**config.mk**
```make
export PLATFORM = sky130hd
export DESIGN_NAME = clock_set_alarm_controller
export DESIGN_NICKNAME = d
export VERILOG_FILES = /design/src/rtl/csac_pkg.sv /design/src/rtl/clock_set_alarm_controller.sv /design/src/rtl/csac_fields.sv /design/src/rtl/csac_ctrl.sv /design/src/rtl/csac_out.sv
export SDC_FILE = /design/constraint.sdc
export NUM_CORES = 1
export LEC_CHECK = 0
export BUFFER_PORTS_ARGS = -buffer_cell sky130_fd_sc_hd__buf_4
export CAP_MARGIN = 20
export CORE_MARGIN = 4
export CORE_UTILIZATION = 35
export DETAILED_ROUTE_END_ITERATION = 8
export GPL_TIMING_DRIVEN = 0
export PLACE_DENSITY = 0.64
export SETUP_SLACK_MARGIN = 0.3
export SLEW_MARGIN = 20
export SYNTH_ARGS = -nofsm -noshare
export SYNTH_HDL_FRONTEND = slang
export SYNTH_SLANG_ARGS = --single-unit
```
**constraint.sdc**
```tcl
create_clock -name clk -period 5.2 [get_ports clk]
set_input_delay 0.78 -clock clk [delete_from_list [all_inputs] [get_ports clk]]
set_output_delay 0.78 -clock clk [all_outputs]
set_load 0.01 [all_outputs]
```
**src/rtl/csac_pkg.sv**
```systemverilog
`timescale 1ns / 1ps
`default_nettype none
// ----------------------------------------------------------------------------
// csac_pkg
// shared types, codes and field helpers for the clock set and alarm controller
// ----------------------------------------------------------------------------
package csac_pkg;

  localparam int VAL_W  = 7;
  localparam int BEEP_W = 3;
  localparam int EDIT_W = 3;

  // item kinds
  typedef enum logic [2:0] {
    KIND_SET        = 3'd0,
    KIND_UP         = 3'd1,
    KIND_DOWN       = 3'd2,
    KIND_MENU       = 3'd3,
    KIND_MENU_LONG  = 3'd4,
    KIND_SAMPLE     = 3'd5
  } kind_t;

  // selectable fields
  typedef enum logic [3:0] {
    SEL_NONE         = 4'd0,
    SEL_YEAR         = 4'd1,
    SEL_MONTH        = 4'd2,
    SEL_DAY          = 4'd3,
    SEL_WEEKDAY      = 4'd4,
    SEL_HOUR         = 4'd5,
    SEL_MINUTE       = 4'd6,
    SEL_SECOND       = 4'd7,
    SEL_ALARM_HOUR   = 4'd8,
    SEL_ALARM_MINUTE = 4'd9
  } sel_t;

  // alarm menu steps
  typedef enum logic [1:0] {
    MENU_CLOSED = 2'd0,
    MENU_DISARM = 2'd1,
    MENU_HOUR   = 2'd2,
    MENU_MINUTE = 2'd3
  } menu_t;

  localparam logic [EDIT_W-1:0] EDIT_IDLE = 3'd0;
  localparam logic [EDIT_W-1:0] EDIT_LAST = 3'd7;

  localparam logic [BEEP_W-1:0] BEEP_NONE  = 3'd0;
  localparam logic [BEEP_W-1:0] BEEP_ONE   = 3'd1;
  localparam logic [BEEP_W-1:0] BEEP_CHIME = 3'd3;

  typedef struct packed {
    logic [6:0] year;
    logic [3:0] month;
    logic [4:0] day;
    logic [2:0] weekday;
    logic [4:0] hour;
    logic [5:0] minute;
    logic [5:0] second;
  } rtc_t;

  typedef struct packed {
    logic [6:0] year;
    logic [3:0] month;
    logic [4:0] day;
    logic [2:0] weekday;
    logic [4:0] hour;
    logic [5:0] minute;
    logic [5:0] second;
    logic [4:0] alarm_hour;
    logic [5:0] alarm_minute;
  } fields_t;

  typedef struct packed {
    logic load;
    logic step;
    logic up;
    sel_t sel;
  } field_cmd_t;

  typedef struct packed {
    logic [BEEP_W-1:0] beeps;
    logic              commit;
    sel_t              sel;
  } result_t;

  typedef struct packed {
    logic [EDIT_W-1:0] edit_step;
    menu_t             menu_step;
    logic              armed;
    logic              mute;
    logic              hour12;
  } status_t;

  function automatic logic [VAL_W-1:0] field_lo(input sel_t s);
    logic [VAL_W-1:0] r;
    case (s)
      SEL_MONTH, SEL_DAY, SEL_WEEKDAY: r = 7'd1;
      default:                         r = 7'd0;
    endcase
    return r;
  endfunction

  function automatic logic [VAL_W-1:0] field_hi(input sel_t s);
    logic [VAL_W-1:0] r;
    case (s)
      SEL_YEAR:                           r = 7'd99;
      SEL_MONTH:                          r = 7'd12;
      SEL_DAY:                            r = 7'd31;
      SEL_WEEKDAY:                        r = 7'd7;
      SEL_HOUR, SEL_ALARM_HOUR:           r = 7'd23;
      SEL_MINUTE, SEL_SECOND,
      SEL_ALARM_MINUTE:                   r = 7'd59;
      default:                            r = 7'd0;
    endcase
    return r;
  endfunction

  function automatic logic [VAL_W-1:0] field_read(input fields_t f, input sel_t s);
    logic [VAL_W-1:0] r;
    case (s)
      SEL_YEAR:         r = f.year;
      SEL_MONTH:        r = {3'd0, f.month};
      SEL_DAY:          r = {2'd0, f.day};
      SEL_WEEKDAY:      r = {4'd0, f.weekday};
      SEL_HOUR:         r = {2'd0, f.hour};
      SEL_MINUTE:       r = {1'd0, f.minute};
      SEL_SECOND:       r = {1'd0, f.second};
      SEL_ALARM_HOUR:   r = {2'd0, f.alarm_hour};
      SEL_ALARM_MINUTE: r = {1'd0, f.alarm_minute};
      default:          r = '0;
    endcase
    return r;
  endfunction

  // one step up or down with wraparound between lo and hi
  function automatic logic [VAL_W-1:0] step_value(input logic [VAL_W-1:0] v,
                                                  input logic [VAL_W-1:0] lo,
                                                  input logic [VAL_W-1:0] hi,
                                                  input logic up);
    logic [VAL_W-1:0] r;
    if (up) begin
      r = (v >= hi) ? lo : v + 7'd1;
    end else begin
      r = (v <= lo || v > hi) ? hi : v - 7'd1;
    end
    return r;
  endfunction

endpackage
`default_nettype wire

```
**src/rtl/clock_set_alarm_controller.sv**
```systemverilog
`timescale 1ns / 1ps
`default_nettype none
// ----------------------------------------------------------------------------
// clock_set_alarm_controller
// time set, alarm menu and chime control for a digital clock
// ----------------------------------------------------------------------------
// usage:
//   input channel (in_valid / in_stall) carries one item: a key event or a
//   clock sample (kind plus the rtc_* reading). output channel (out_valid /
//   out_stall) carries result items, each a full view of the controller.
//   the result of an item is registered: it is on the output the cycle after accept.
//   throughput: one item per cycle while results drain; most items give one
//   result. the commit item (eighth set press) gives seven results, year
//   through second, so input is stalled while the first six leave, set by
//   the commit sequencer.
//   a new item is taken in the same cycle that the last pending result
//   leaves, so the output register never costs a bubble.
//   when the receiver stalls, the result register holds and in_stall rises
//   until that result is taken.
//   reset: edit and menu closed, flags clear, edit date 20-01-01 weekday 3,
//   times 00:00:00, alarm 00:00; no result pending.
// ----------------------------------------------------------------------------
module clock_set_alarm_controller (
  input  wire        clk,
  input  wire        rst,
  input  wire        in_valid,
  output logic       in_stall,
  input  wire  [2:0] kind,
  input  wire  [6:0] rtc_year,
  input  wire  [3:0] rtc_month,
  input  wire  [4:0] rtc_day,
  input  wire  [2:0] rtc_weekday,
  input  wire  [4:0] rtc_hour,
  input  wire  [5:0] rtc_minute,
  input  wire  [5:0] rtc_second,
  output logic       out_valid,
  input  wire        out_stall,
  output logic [2:0] beeps,
  output logic       halt_clock,
  output logic       commit,
  output logic [3:0] field_sel,
  output logic [6:0] field_value,
  output logic [2:0] edit_pos,
  output logic [1:0] alarm_pos,
  output logic       alarm_armed,
  output logic       muted,
  output logic       twelve_hour,
  output logic       last
);
  import csac_pkg::*;

  logic       accept;
  logic       busy;
  rtc_t       rtc;
  fields_t    fields;
  field_cmd_t cmd;
  result_t    res;
  result_t    cur;
  status_t    status;

  assign rtc = '{year: rtc_year, month: rtc_month, day: rtc_day, weekday: rtc_weekday,
                 hour: rtc_hour, minute: rtc_minute, second: rtc_second};

  assign in_stall = busy;
  assign accept   = in_valid && !busy;

  // mode and flag state, decode of each item
  csac_ctrl u_ctrl (
    .clk    (clk),
    .rst    (rst),
    .accept (accept),
    .kind   (kind),
    .rtc    (rtc),
    .fields (fields),
    .cmd    (cmd),
    .res    (res),
    .status (status)
  );

  // edited fields and alarm time
  csac_fields u_fields (
    .clk    (clk),
    .rst    (rst),
    .cmd    (cmd),
    .rtc    (rtc),
    .fields (fields)
  );

  // result register and commit run
  csac_out u_out (
    .clk       (clk),
    .rst       (rst),
    .load      (accept),
    .res       (res),
    .out_stall (out_stall),
    .out_valid (out_valid),
    .cur       (cur),
    .cur_last  (last),
    .busy      (busy)
  );

  // state only moves when an item is accepted, i.e. with no result pending or as the
  // last one leaves, so the live state is the state after that item
  assign beeps       = cur.beeps;
  assign commit      = cur.commit;
  assign field_sel   = cur.sel;
  assign field_value = field_read(fields, cur.sel);
  assign halt_clock  = (status.edit_step != EDIT_IDLE);
  assign edit_pos    = status.edit_step;
  assign alarm_pos   = status.menu_step;
  assign alarm_armed = status.armed;
  assign muted       = status.mute;
  assign twelve_hour = status.hour12;

  // commit run walks the fields in order without gaps
  a_commit_walk: assert property (@(posedge clk) disable iff (rst)
    out_valid && commit && !last && !out_stall |=>
      out_valid && commit && (field_sel == $past(field_sel) + 4'd1))
    else $error("commit run skipped a field");

  // commit results go out with the clock running
  a_commit_run: assert property (@(posedge clk) disable iff (rst)
    out_valid && commit |-> !halt_clock && (edit_pos == EDIT_IDLE))
    else $error("commit while editing");

  // no new item while a commit run still has results left
  a_hold_input: assert property (@(posedge clk) disable iff (rst)
    out_valid && !last |-> in_stall)
    else $error("input taken during commit run");

  // edit and alarm menu never open together
  a_modes: assert property (@(posedge clk) disable iff (rst)
    edit_pos != EDIT_IDLE |-> alarm_pos == MENU_CLOSED)
    else $error("edit and menu both active");

endmodule
`default_nettype wire

```
**src/rtl/csac_fields.sv**
```systemverilog
`timescale 1ns / 1ps
`default_nettype none
// ----------------------------------------------------------------------------
// csac_fields
// edited date/time fields and alarm time, with load and wrap stepping
// ----------------------------------------------------------------------------
module csac_fields (
  input  wire                  clk,
  input  wire                  rst,
  input  csac_pkg::field_cmd_t cmd,
  input  csac_pkg::rtc_t       rtc,
  output csac_pkg::fields_t    fields
);
  import csac_pkg::*;

  fields_t          fields_next;
  logic [VAL_W-1:0] stepped;

  assign stepped = step_value(field_read(fields, cmd.sel), field_lo(cmd.sel),
                              field_hi(cmd.sel), cmd.up);

  always_comb begin
    fields_next = fields;
    if (cmd.load) begin
      fields_next.year    = rtc.year;
      fields_next.month   = rtc.month;
      fields_next.day     = rtc.day;
      fields_next.weekday = rtc.weekday;
      fields_next.hour    = rtc.hour;
      fields_next.minute  = rtc.minute;
      fields_next.second  = rtc.second;
    end else if (cmd.step) begin
      case (cmd.sel)
        SEL_YEAR:         fields_next.year         = stepped;
        SEL_MONTH:        fields_next.month        = stepped[3:0];
        SEL_DAY:          fields_next.day          = stepped[4:0];
        SEL_WEEKDAY:      fields_next.weekday      = stepped[2:0];
        SEL_HOUR:         fields_next.hour         = stepped[4:0];
        SEL_MINUTE:       fields_next.minute       = stepped[5:0];
        SEL_SECOND:       fields_next.second       = stepped[5:0];
        SEL_ALARM_HOUR:   fields_next.alarm_hour   = stepped[4:0];
        SEL_ALARM_MINUTE: fields_next.alarm_minute = stepped[5:0];
        default:          fields_next = fields;
      endcase
    end
  end

  always_ff @(posedge clk) begin
    if (rst) begin
      fields.year         <= 7'd20;
      fields.month        <= 4'd1;
      fields.day          <= 5'd1;
      fields.weekday      <= 3'd3;
      fields.hour         <= '0;
      fields.minute       <= '0;
      fields.second       <= '0;
      fields.alarm_hour   <= '0;
      fields.alarm_minute <= '0;
    end else begin
      fields <= fields_next;
    end
  end

endmodule
`default_nettype wire

```
**src/rtl/csac_ctrl.sv**
```systemverilog
`timescale 1ns / 1ps
`default_nettype none
// ----------------------------------------------------------------------------
// csac_ctrl
// key and sample decode: edit step, alarm menu, flags and result record
// ----------------------------------------------------------------------------
module csac_ctrl (
  input  wire                  clk,
  input  wire                  rst,
  input  wire                  accept,
  input  wire  [2:0]           kind,
  input  csac_pkg::rtc_t       rtc,
  input  csac_pkg::fields_t    fields,
  output csac_pkg::field_cmd_t cmd,
  output csac_pkg::result_t    res,
  output csac_pkg::status_t    status
);
  import csac_pkg::*;

  status_t     status_next;
  logic        editing;
  logic        menu_open;
  logic        do_commit;
  logic        chime;
  logic        alarm_hit;
  logic [BEEP_W-1:0] beeps;

  assign editing   = (status.edit_step != EDIT_IDLE);
  assign menu_open = (status.menu_step != MENU_CLOSED);
  assign chime     = (rtc.minute == '0) && (rtc.second == '0);
  assign alarm_hit = status.armed && !status.mute && (rtc.hour == fields.alarm_hour) &&
                     (rtc.minute == fields.alarm_minute);

  // next state
  always_comb begin
    status_next = status;
    unique case (kind_t'(kind))
      KIND_SET: begin
        if (!menu_open) begin
          status_next.edit_step = status.edit_step + 3'd1;
        end
      end
      KIND_UP: begin
        if (!editing && !menu_open) begin
          status_next.hour12 = !status.hour12;
        end
      end
      KIND_DOWN: begin
        if (!editing && !menu_open) begin
          status_next.mute = !status.mute;
        end
      end
      KIND_MENU: begin
        if (!editing) begin
          status_next.menu_step = (status.menu_step == MENU_MINUTE) ? MENU_DISARM :
                                  menu_t'(status.menu_step + 2'd1);
          status_next.armed = (status_next.menu_step != MENU_DISARM);
        end
      end
      KIND_MENU_LONG: begin
        if (!editing) begin
          status_next.menu_step = MENU_CLOSED;
        end
      end
      default: status_next = status;
    endcase
  end

  // field command and result record
  always_comb begin
    cmd       = '{load: 1'b0, step: 1'b0, up: 1'b0, sel: SEL_NONE};
    beeps     = BEEP_NONE;
    do_commit = 1'b0;
    unique case (kind_t'(kind))
      KIND_SET: begin
        if (!menu_open) begin
          beeps     = BEEP_ONE;
          cmd.load  = accept && !editing;
          do_commit = (status.edit_step == EDIT_LAST);
        end
      end
      KIND_UP, KIND_DOWN: begin
        cmd.up = (kind_t'(kind) == KIND_UP);
        if (editing) begin
          beeps    = BEEP_ONE;
          cmd.step = accept;
          cmd.sel  = sel_t'({1'b0, status.edit_step});
        end else if (menu_open) begin
          beeps    = BEEP_ONE;
          cmd.step = accept && (status.menu_step != MENU_DISARM);
          cmd.sel  = (status.menu_step == MENU_HOUR) ? SEL_ALARM_HOUR : SEL_ALARM_MINUTE;
        end else if (kind_t'(kind) == KIND_UP) begin
          beeps = BEEP_ONE;
        end
      end
      KIND_MENU: begin
        if (!editing) begin
          beeps = BEEP_ONE;
        end
      end
      KIND_SAMPLE: begin
        if (!editing && !menu_open) begin
          beeps = (chime ? BEEP_CHIME : BEEP_NONE) + (alarm_hit ? BEEP_ONE : BEEP_NONE);
        end
      end
      default: beeps = BEEP_NONE;
    endcase

    res.beeps  = beeps;
    res.commit = do_commit;
    if (do_commit) begin
      res.sel = SEL_YEAR;
    end else if (status_next.edit_step != EDIT_IDLE) begin
      res.sel = sel_t'({1'b0, status_next.edit_step});
    end else if (status_next.menu_step == MENU_HOUR) begin
      res.sel = SEL_ALARM_HOUR;
    end else if (status_next.menu_step == MENU_MINUTE) begin
      res.sel = SEL_ALARM_MINUTE;
    end else begin
      res.sel = SEL_NONE;
    end
  end

  always_ff @(posedge clk) begin
    if (rst) begin
      status <= '{edit_step: EDIT_IDLE, menu_step: MENU_CLOSED,
                  armed: 1'b0, mute: 1'b0, hour12: 1'b0};
    end else if (accept) begin
      status <= status_next;
    end
  end

endmodule
`default_nettype wire

```
**src/rtl/csac_out.sv**
```systemverilog
`timescale 1ns / 1ps
`default_nettype none
// ----------------------------------------------------------------------------
// csac_out
// result register and commit sequencer, one result per drained cycle
// ----------------------------------------------------------------------------
module csac_out (
  input  wire               clk,
  input  wire               rst,
  input  wire               load,
  input  csac_pkg::result_t res,
  input  wire               out_stall,
  output logic              out_valid,
  output csac_pkg::result_t cur,
  output logic              cur_last,
  output logic              busy
);
  import csac_pkg::*;

  logic drain;

  assign cur_last = !cur.commit || (cur.sel == SEL_SECOND);
  assign drain    = out_valid && !out_stall;
  // hold off new items unless the register is empty or frees up this cycle
  assign busy     = out_valid && !(drain && cur_last);

  always_ff @(posedge clk) begin
    if (rst) begin
      out_valid <= 1'b0;
    end else if (!busy) begin
      out_valid <= load;
    end
  end

  always_ff @(posedge clk) begin
    if (drain && !cur_last) begin
      cur.sel   <= sel_t'(cur.sel + 4'd1);
      cur.beeps <= BEEP_NONE;
    end else if (!busy && load) begin
      cur <= res;
    end
  end

endmodule
`default_nettype wire
```
# Word level (Yosys, flattened, before mapping)
# Memory sizes are Yosys's and may differ from the RTL's.
# Index checks and enable logic that the tools add are counted.
# op_classes
reduce_logical	54
n_addsub	6
eq_ne	32
bitwise_logic	3
n_mux	48
order_cmp	3
# op_table
cell	n
7-bit case mux with 9 select lines	2
47-bit 2-to-1 mux	1
36-bit 2-to-1 mux	1
4-bit 2-to-1 mux	9
4-bit by 3-bit equality test with 1-bit output (second input constant)	8
7-bit 2-to-1 mux	4
6-bit 2-to-1 mux	4
3-bit 2-to-1 mux	7
2-bit nonzero test	10
4-bit by 2-bit equality test with 1-bit output (second input constant)	4
4-bit equality test (second input constant)	4
2-bit AND reduction	8
5-bit 2-to-1 mux	3
3-bit AND reduction	5
1-bit logical AND	13
6-bit logical NOT	2
1-bit 2-to-1 mux	12
3-bit case mux with 4 select lines	1
3-bit equality test (second input constant)	3
1-bit logical NOT	9
2-bit equality test (second input constant)	4
4-bit by 1-bit equality test with 1-bit output (second input constant)	2
7-bit by 1-bit adder with 7-bit output (second input constant)	1
7-bit >= comparator	1
20 further kinds	28
# word_totals
rom_bits	112
reg_bits	64
memories	1
# mem_list
memory	words	width	rd	rd_ports_with_merged_regs	write_ports	line_no	source
(name not given)	16	7	1	0	0	csac_pkg.sv:106	case (s)

# Longest topological paths before layout
# Gate-level depths: netlist of run 1.
# logic_depth
depth_word	21
depth_mapped	21
mapped_depth_nobuf	19

# By module
# From an unflattened synthesis of run 1, not the netlist that was laid out.
# unflattened
cells_unflattened	636
area_unflattened_um2	5192.5
# by_module_without_submodules
module	cells_per_inst	instances	area_each_um2
csac_fields	413	1	3295.7
csac_ctrl	117	1	918.4
clock_set_alarm_controller	68	1	510.5
csac_out	38	1	467.9

# Worst setup path before layout of run 1
# No wires, ideal clock.
# synth_timing
path_type	input to register
from	input kind[0]
to	register, netlist name u_fields.fields[21]
arrival_ps	4164
required_ps	5072
setup_time_ps	128
cell_stages	19
n_path_buf	2
slack_ps	909
path_cell_list	buf_6 -> xnor2_4 -> nor2_2 -> buf_2 -> nand2_1 -> ha_1 -> and3b_1 -> o31ai_1 -> inv_1 -> ha_1 -> and4_1 -> nand4_1 -> o221ai_1 -> nand2_1 -> o31ai_1 -> o22a_1 -> o221ai_2 -> a222oi_1 -> nor2_1
# synth_via
elab_chain_cells	13
elab_cells_between_ends	34
# synth_rtl
item	line_no	source
start: declaration	clock_set_alarm_controller.sv:28	input wire [2:0] kind,
branches (longest 13 deep; another with memory read 16 x 7 bit)	n/a	
# Parallel ways; which one is timed is not known. The select of a mux whose other input is x is not followed.
# A chain may end at the register's enable or synchronous reset.

# Worst setup path after layout of run 1
# layout_timing
from	register, netlist name u_ctrl.status[6]
to	register, netlist name u_fields.fields[21]
# layout_via
elab_chain_cells	13
elab_cells_between_ends	36
# layout_rtl
item
branches (longest 13 deep; another with memory read 16 x 7 bit)
# Parallel ways; which one is timed is not known. The select of a mux whose other input is x is not followed.

==> metrics.yaml, run 1 <==
status: "finished clean"
root_buffer: "clkbuf_16"
critPathArrivalTime_ns: 4.93
ys_top_cells_by_count: "nor2_1, dfxtp_1, nand2_1"
final_cell_count_no_fill: 898
critical_path_class: "reg2reg"
synth_area_per_cell_um2: 8.02
fill_cells: 1451
slew_headroom: 0.331
clkSinkCount: 64
setup_viol: 0
cts_buffer_depth: 2
vdd_ir_drop_max_v: 0.000269
syn_nets: 694
reg2reg_depth: 18
vias_per_cell: 6.13
die_w_um: 128
place_congestion: 1.00
drc_errors: 0
slew_violations: 0
pwr-share-seq: 0.337
fin_crit_ns: 4.66
grt_max_degree: 12
htree_num_levels: 3
yosysWarnings: 0
timing.fmax_ghz: 0.215
ys.flop_type: "dfxtp_1"
yosysMostFrequentCell: "nor2_1"
yosys.area.top_type: "dfxtp_1"
maxCapViolCount: 0
skew_ns: 0.00477
r2r-start: "u_ctrl.status[6]$_SDFFE_PP0P_"
drt-wirelength-per-cell_um: 22.9
p_int_mw: 1.13
synth_area_leaders: "dfxtp_1, ha_1, a22oi_1, nor2_1, a21oi_1"
synth.top_cell.area_share: 0.235
hold_viol_final: 0
ios: 70
tightest_slew_ns: 0.996
clkTransAtPathRegs_ns: 0.06
holdBufCountCts: 0
rsz0062_at_grt: "no"
netlist_area_um2: 5030
p_clk_frac: 0.460
grt_overflow: 0
die_h_um: 128
final_nets: 780
hp-start: "u_out.cur[5]$_SDFFE_PP0P_"
p_per_area_nw_per_um2: 248
worst_setup_path_start_kind: "register"
cts_tree: "done"
hold_end: "u_out.cur[5]$_SDFFE_PP0P_"
final_area_um2: 6320
antenna_found_initial: 0
ys_seq_elements: 64
postRouteAntennaNets: 0
first_pass_iters: 8
comb_power_share: 0.203
rows: 43
rr_endpoint: "u_fields.fields[21]$_SDFFE_PP0P_"
holdWs_ns: 0.499
cts_buffers: 9
switching_power_mw: 0.435
first_global_vias: 5498
end_kind: "register"
setup_ws_ns: 0.540
critical_path_peak_fanout: 10
totalPowerFinal_mw: 1.57
dp_slack_ns: -0.233
start_util: 0.359
synth_cell_types: 79
place_hpwl_mm: 15.9
synthesis.instances: 627
synth-edff-count: 5
placed_area_um2: 5760
cp_data_required_time_ns: 5.47
p_leak_nw: 2.40
grtUsageTotal: 0.251
die-area_um2: 16300
grt_pass1_wl_mm: 31.5
n_antenna_cell: 0
seq_area_frac_synth: 0.265
async_flop_share: 0
r2r_slack_ns: 0.54
drt-initial-drc-count: 681
vias: 5508
drive_gt1_frac: 0.223
min_period_over_period: 0.896
io_buffers: 68
hold_class: "reg2reg"
crit_start: "u_ctrl.status[6]$_SDFFE_PP0P_"
area_delta_synth_final_pct: 25.7
clock_latency_ns: 0.34
min_path_cells: 2
p_sw_frac: 0.278
postRouteWirelength_mm: 20.6
coreArea_um2: 14000
post-place-cells: 875
-- per-stage QoR --
step            util  setup TNS, ns
2_1_floorplan      -              0
3_3_place_gp   0.412          -1.13
3_5_place_dp   0.412          -1.98
4_1_cts        0.444              0
5_1_grt        0.452              0
6_report       0.452              0
-- worst max-delay path by stage --
stage                                       endpoint  slack, ns  depth (start not counted)
floorplan           u_fields.fields[21]$_SDFFE_PP0P_       0.91                         19
global placement     u_fields.fields[6]$_SDFFE_PP0P_      -0.19                         16
detailed placement   u_fields.fields[6]$_SDFFE_PP0P_      -0.23                         16
CTS                 u_fields.fields[21]$_SDFFE_PP0P_       0.30                         21
global route         u_fields.fields[4]$_SDFFE_PP0P_       0.32                         20
finish              u_fields.fields[21]$_SDFFE_PP0P_       0.54                         18
-- cell families (layout without fill, tap and decap cells) --
family | Yosys count | after routing | synth area share
muxes | 23 | 23 | 0.0475
buffers and inverters | 64 | 155 | 0.0597
adders and majority gates | 24 | 24 | 0.0597
and+or+nand+nor | 238 | 238 | 0.246
DFF | 64 | 64 | 0.265
AOI/OAI and AO/OA | 193 | 193 | 0.282
xor gates and xnor gates | 21 | 21 | 0.0403
-- critical path: stages (launching register included) --
cell      delay, ns
dfxtp_2        0.38
buf_4          0.21
inv_2          0.18
ha_4           0.21
or3b_1         0.35
clkbuf_1       0.18
nor4_1         0.54
a31oi_1        0.19
nand2_2        0.22
ha_1           0.27
o21ai_0        0.17
a21oi_1        0.12
o221a_2        0.32
a21oi_1        0.18
o31ai_2        0.10
o22a_1         0.23
o221ai_4       0.42
a222oi_1       0.16
nor2_1         0.15
-- per-layer routing --
layer,GRT usage,part of all wire,vias up
met5,0,0,-
met3,0.0458,0.069,43
met4,0.0905,0.029,0
met2,0.406,0.47,273
met1,0.333,0.43,2657
li1,-,-,2535
-- placed cells by master (no fill, tap or decap), types with 9 or more instances in the layout --
cell type	n
and3_1	10
clkbuf_16	9
a222oi_1	10
buf_4	76
a21oi_1	48
mux2i_1	16
clkbuf_1	24
nor2_1	66
nand3_1	17
ha_1	23
a22oi_1	33
nand2b_1	11
dfxtp_1	58
o21ai_0	25
nor4_1	12
inv_1	21
xor2_1	13
nand2_1	57
-- flip-flops by register name (all words and copies together) (netlist names) --
signal,cells
u_out.cur,8
u_out.out_valid,1
u_ctrl.status,8
u_fields.fields,47
-- power by group through the flow --
stage | Combinational, mW | Clock [mW] | Sequential [mW]
final | 0.318 | 0.719 | 0.528
after global routing | 0.339 | 0.751 | 0.529
after CTS | 0.299 | 0.729 | 0.527
after detailed placement | 0.287 | 0 | 0.538
after global placement | 0.284 | 0 | 0.538
after floorplan | 0.169 | 0 | 0.533
-- repair_timing --
action	4_1_cts	5_1_grt
cloned	0	0
buffers inserted	1	6
resized for setup	12	11
pin swaps	2	2
endpoints found under the setup margin	37	46
-- layout make-up --
cell class                      instances  area, µm²  share of cell area
Multi-Input combinational cell        499       3530               0.558
Tap cell                              180        225              0.0356
Sequential cell                        64       1330               0.211
Timing Repair Buffer                   75        576              0.0910
Buffer                                 38        203              0.0321
Inverter                               26        101              0.0160
Clock inverter                          5        103              0.0162
Clock buffer                           11        253              0.0400
(Power assumes the default switching activity.)
==> inputs of run 2 (changes only) <==
--- a/config.mk
+++ b/config.mk
@@ -11,6 +11,7 @@
 export CORE_UTILIZATION = 35
 export DETAILED_ROUTE_END_ITERATION = 8
 export GPL_TIMING_DRIVEN = 0
+export MAX_ROUTING_LAYER = met4
 export PLACE_DENSITY = 0.64
 export SETUP_SLACK_MARGIN = 0.3
 export SLEW_MARGIN = 20
==> run 2 against run 1 <==
Cell count down 0.67%. Clock skew up 0.0023 ns. Clock power down 23%. Utilization down 1.3 points. Wire length down 1.7%. Via count down 0.45%. Highest routed layer unchanged.
==> metrics.yaml, run 2 (same netlist as run 1, synthesis figures left out) <==
status: "finished clean"  # unchanged
start_util: 0.359  # unchanged
vias_per_cell: 6.15  # was 6.13
postRouteWirelength_mm: 20.2  # was 20.6 mm
drt-wirelength-per-cell_um: 22.7  # was 22.9 µm
path_delay_family: "compound AO/OA/AOI/OAI gates"  # unchanged
hold_class: "reg2reg"  # unchanged
min_path_cells: 1  # was 2
reg2reg_depth: 17  # was 18
cp_data_required_time_ns: 5.49  # was 5.47 ns
clkSinkCount: 64  # unchanged
cts_buffers: 9  # unchanged
first_pass_iters: 5  # was 8
io_buffers: 68  # unchanged
p_clk_frac: 0.398  # was 0.460
totalPowerFinal_mw: 1.38  # was 1.57 mW
cp_slowest_stage_delay_ns: 0.61  # was 0.54 ns
drive_gt1_frac: 0.206  # was 0.223
timing.fmax_ghz: 0.214  # was 0.215 GHz
hold_end: "u_out.cur[6]$_SDFFE_PP0P_"  # was u_out.cur[5]$_SDFFE_PP0P_
rsz0062_at_grt: "no"  # unchanged
antenna_found_initial: 0  # unchanged
first_global_vias: 5250  # was 5498
cts_buffer_depth: 2  # unchanged
rows: 43  # unchanged
dp_slack_ns: -0.225  # was -0.233 ns
comb_power_share: 0.219  # was 0.203
place_hpwl_mm: 15.8  # was 15.9 mm
grtUsageTotal: 0.253  # was 0.251
holdBufCountCts: 0  # unchanged
critical_path_peak_fanout: 10  # unchanged
final_nets: 774  # was 780
root_buffer: "clkbuf_16"  # unchanged
grt_overflow: 0  # unchanged
p_sw_frac: 0.306  # was 0.278
n_antenna_cell: 0  # unchanged
hp-start: "u_out.cur[6]$_SDFFE_PP0P_"  # was u_out.cur[5]$_SDFFE_PP0P_
layout_commonest_cell: "buf_4"  # unchanged
clkTransAtPathRegs_ns: 0.05  # was 0.06 ns
path_buf_inv: 3  # unchanged
ios: 70  # unchanged
area_delta_synth_final_pct: 22.1  # was 25.7%
drt-initial-drc-count: 703  # was 681
grt_pass1_wl_mm: 30.6  # was 31.5 mm
cp.depth: 17  # was 18
worst_setup_path_start_kind: "register"  # unchanged
place_congestion: 0.985  # was 1.00
maxCapViolCount: 0  # unchanged
postRouteAntennaNets: 0  # unchanged
crit_start: "u_ctrl.status[5]$_SDFFE_PP0P_"  # was u_ctrl.status[6]$_SDFFE_PP0P_
p_per_area_nw_per_um2: 225  # was 248 nW/µm²
slew_violations: 0  # unchanged
fin_crit_ns: 4.67  # was 4.66 ns
critical_path_class: "reg2reg"  # unchanged
regMostFlops: "u_fields.fields"  # unchanged
fill_cells: 1449  # was 1451
die_w_um: 128  # unchanged
skew_ns: 0.00702  # was 0.00477 ns
largestRegisters: "u_fields.fields x47, u_ctrl.status x8, u_out.cur x8"  # unchanged
r2r_slack_ns: 0.53  # was 0.54 ns
grt_max_degree: 11  # was 12
coreArea_um2: 14000  # unchanged
die_h_um: 128  # unchanged
setup_viol: 0  # unchanged
htree_num_levels: 3  # unchanged
vdd_ir_drop_max_v: 0.000137  # was 0.000269 V
clock_latency_ns: 0.34  # about the same
final_cell_mix: "buf_4, nor2_1, dfxtp_1"  # unchanged
end_kind: "register"  # unchanged
slew_headroom: 0.282  # was 0.331
crit_chain: "clkbuf_4 -> clkinv_2 -> ha_4 -> or3b_2 -> nor4_2 -> a2111oi_4 -> nand3_2 -> inv_1 -> ha_1 -> o32a_1 -> a21boi_1 -> nand4_4 -> o21ai_0 -> a21oi_1 -> a221oi_2 -> o21ba_2 -> a21o_1"  # was buf_4 -> inv_2 -> ha_4 -> or3b_1 -> clkbuf_1 -> nor4_1 -> a31oi_1 -> nand2_2 -> ha_1 -> o21ai_0 -> a21oi_1 -> o221a_2 -> a21oi_1 -> o31ai_2 -> o22a_1 -> o221ai_4 -> a222oi_1 -> nor2_1
die-area_um2: 16300  # unchanged
critPathArrivalTime_ns: 4.96  # was 4.93 ns
cpMaxStageDelayCell: "a221oi_2"  # was nor4_1
tightest_slew_ns: 1.07  # was 0.996 ns
rr_endpoint: "u_fields.fields[14]$_SDFFE_PP0P_"  # was u_fields.fields[21]$_SDFFE_PP0P_
setup_ws_ns: 0.528  # was 0.540 ns
hold_viol_final: 0  # unchanged
drc_errors: 0  # unchanged
cts_tree: "done"  # unchanged
r2r-start: "u_ctrl.status[5]$_SDFFE_PP0P_"  # was u_ctrl.status[6]$_SDFFE_PP0P_
switching_power_mw: 0.423  # was 0.435 mW
vias: 5483  # was 5508
pwr-share-seq: 0.382  # was 0.337
largest_reg_flops: 47  # unchanged
p_leak_nw: 2.33  # was 2.40 nW
p_int_mw: 0.959  # was 1.13 mW
min_period_over_period: 0.898  # was 0.896
-- run 2: how the worst max path moves through the flow --
stage | to | slack, ns
3_5_place_dp | u_fields.fields[6]$_SDFFE_PP0P_ | -0.22
4_1_cts | u_fields.fields[21]$_SDFFE_PP0P_ | 0.33
2_1_floorplan | u_fields.fields[21]$_SDFFE_PP0P_ | 0.91
6_report | u_fields.fields[14]$_SDFFE_PP0P_ | 0.53
3_3_place_gp | u_fields.fields[6]$_SDFFE_PP0P_ | -0.14
5_1_grt | u_fields.fields[21]$_SDFFE_PP0P_ | 0.30
-- run 2: what timing repair did --
action                                 CTS  global route
setup endpoints to repair               37            34
resized for setup                       10             8
pin swaps                                1             1
gates cloned                             0             0
endpoints found under the hold margin    0             0
buffers inserted                         1             0
-- run 2: layout make-up --
class / count / area (µm²) / share of cell area
inverters: 26 / 98.8 / 0.0161
clock buffers: 12 / 246 / 0.0401
flip-flops and latches: 64 / 1330 / 0.217
multi-input cells: 499 / 3490 / 0.569
clock inverters: 4 / 20.0 / 0.00326
well taps: 180 / 225 / 0.0367
repair buffers: 69 / 518 / 0.0844
plain buffers: 38 / 205 / 0.0334
-- run 2: layer usage --
| layer | routed length [µm] | global-route usage | up-vias |
|---|---|---|---|
| li1 | - | - | 2528 |
| met1 | 8870 | 0.334 | 2657 |
| met2 | 9360 | 0.394 | 264 |
| met3 | 1550 | 0.0413 | 34 |
| met4 | 456 | 0.0905 | 0 |
| met5 | 0 | - | - |
-- run 2: through the flow --
| step | util | setup TNS [ns] | instance area, µm² | hold slack (ns) | instances |
|---|---|---|---|---|---|
| after floorplan | - | 0 | 5030 | 0.467 | 627 |
| after global placement | 0.412 | -0.543 | 5760 | 0.476 | 875 |
| after detailed placement | 0.412 | -1.52 | 5760 | 0.486 | 875 |
| after CTS | 0.435 | 0 | 6090 | 0.493 | 892 |
| after global routing | 0.439 | 0 | 6140 | 0.513 | 892 |
| final | 0.439 | 0 | 6140 | 0.499 | 892 |
-- run 2: power groups by stage --
stage               registers (mW)  clock network (mW)  logic (mW)
floorplan                    0.533                   0       0.169
global placement             0.537                   0       0.283
detailed placement           0.538                   0       0.286
CTS                          0.528               0.555       0.293
global route                 0.529               0.574       0.323
finish                       0.528               0.551       0.303
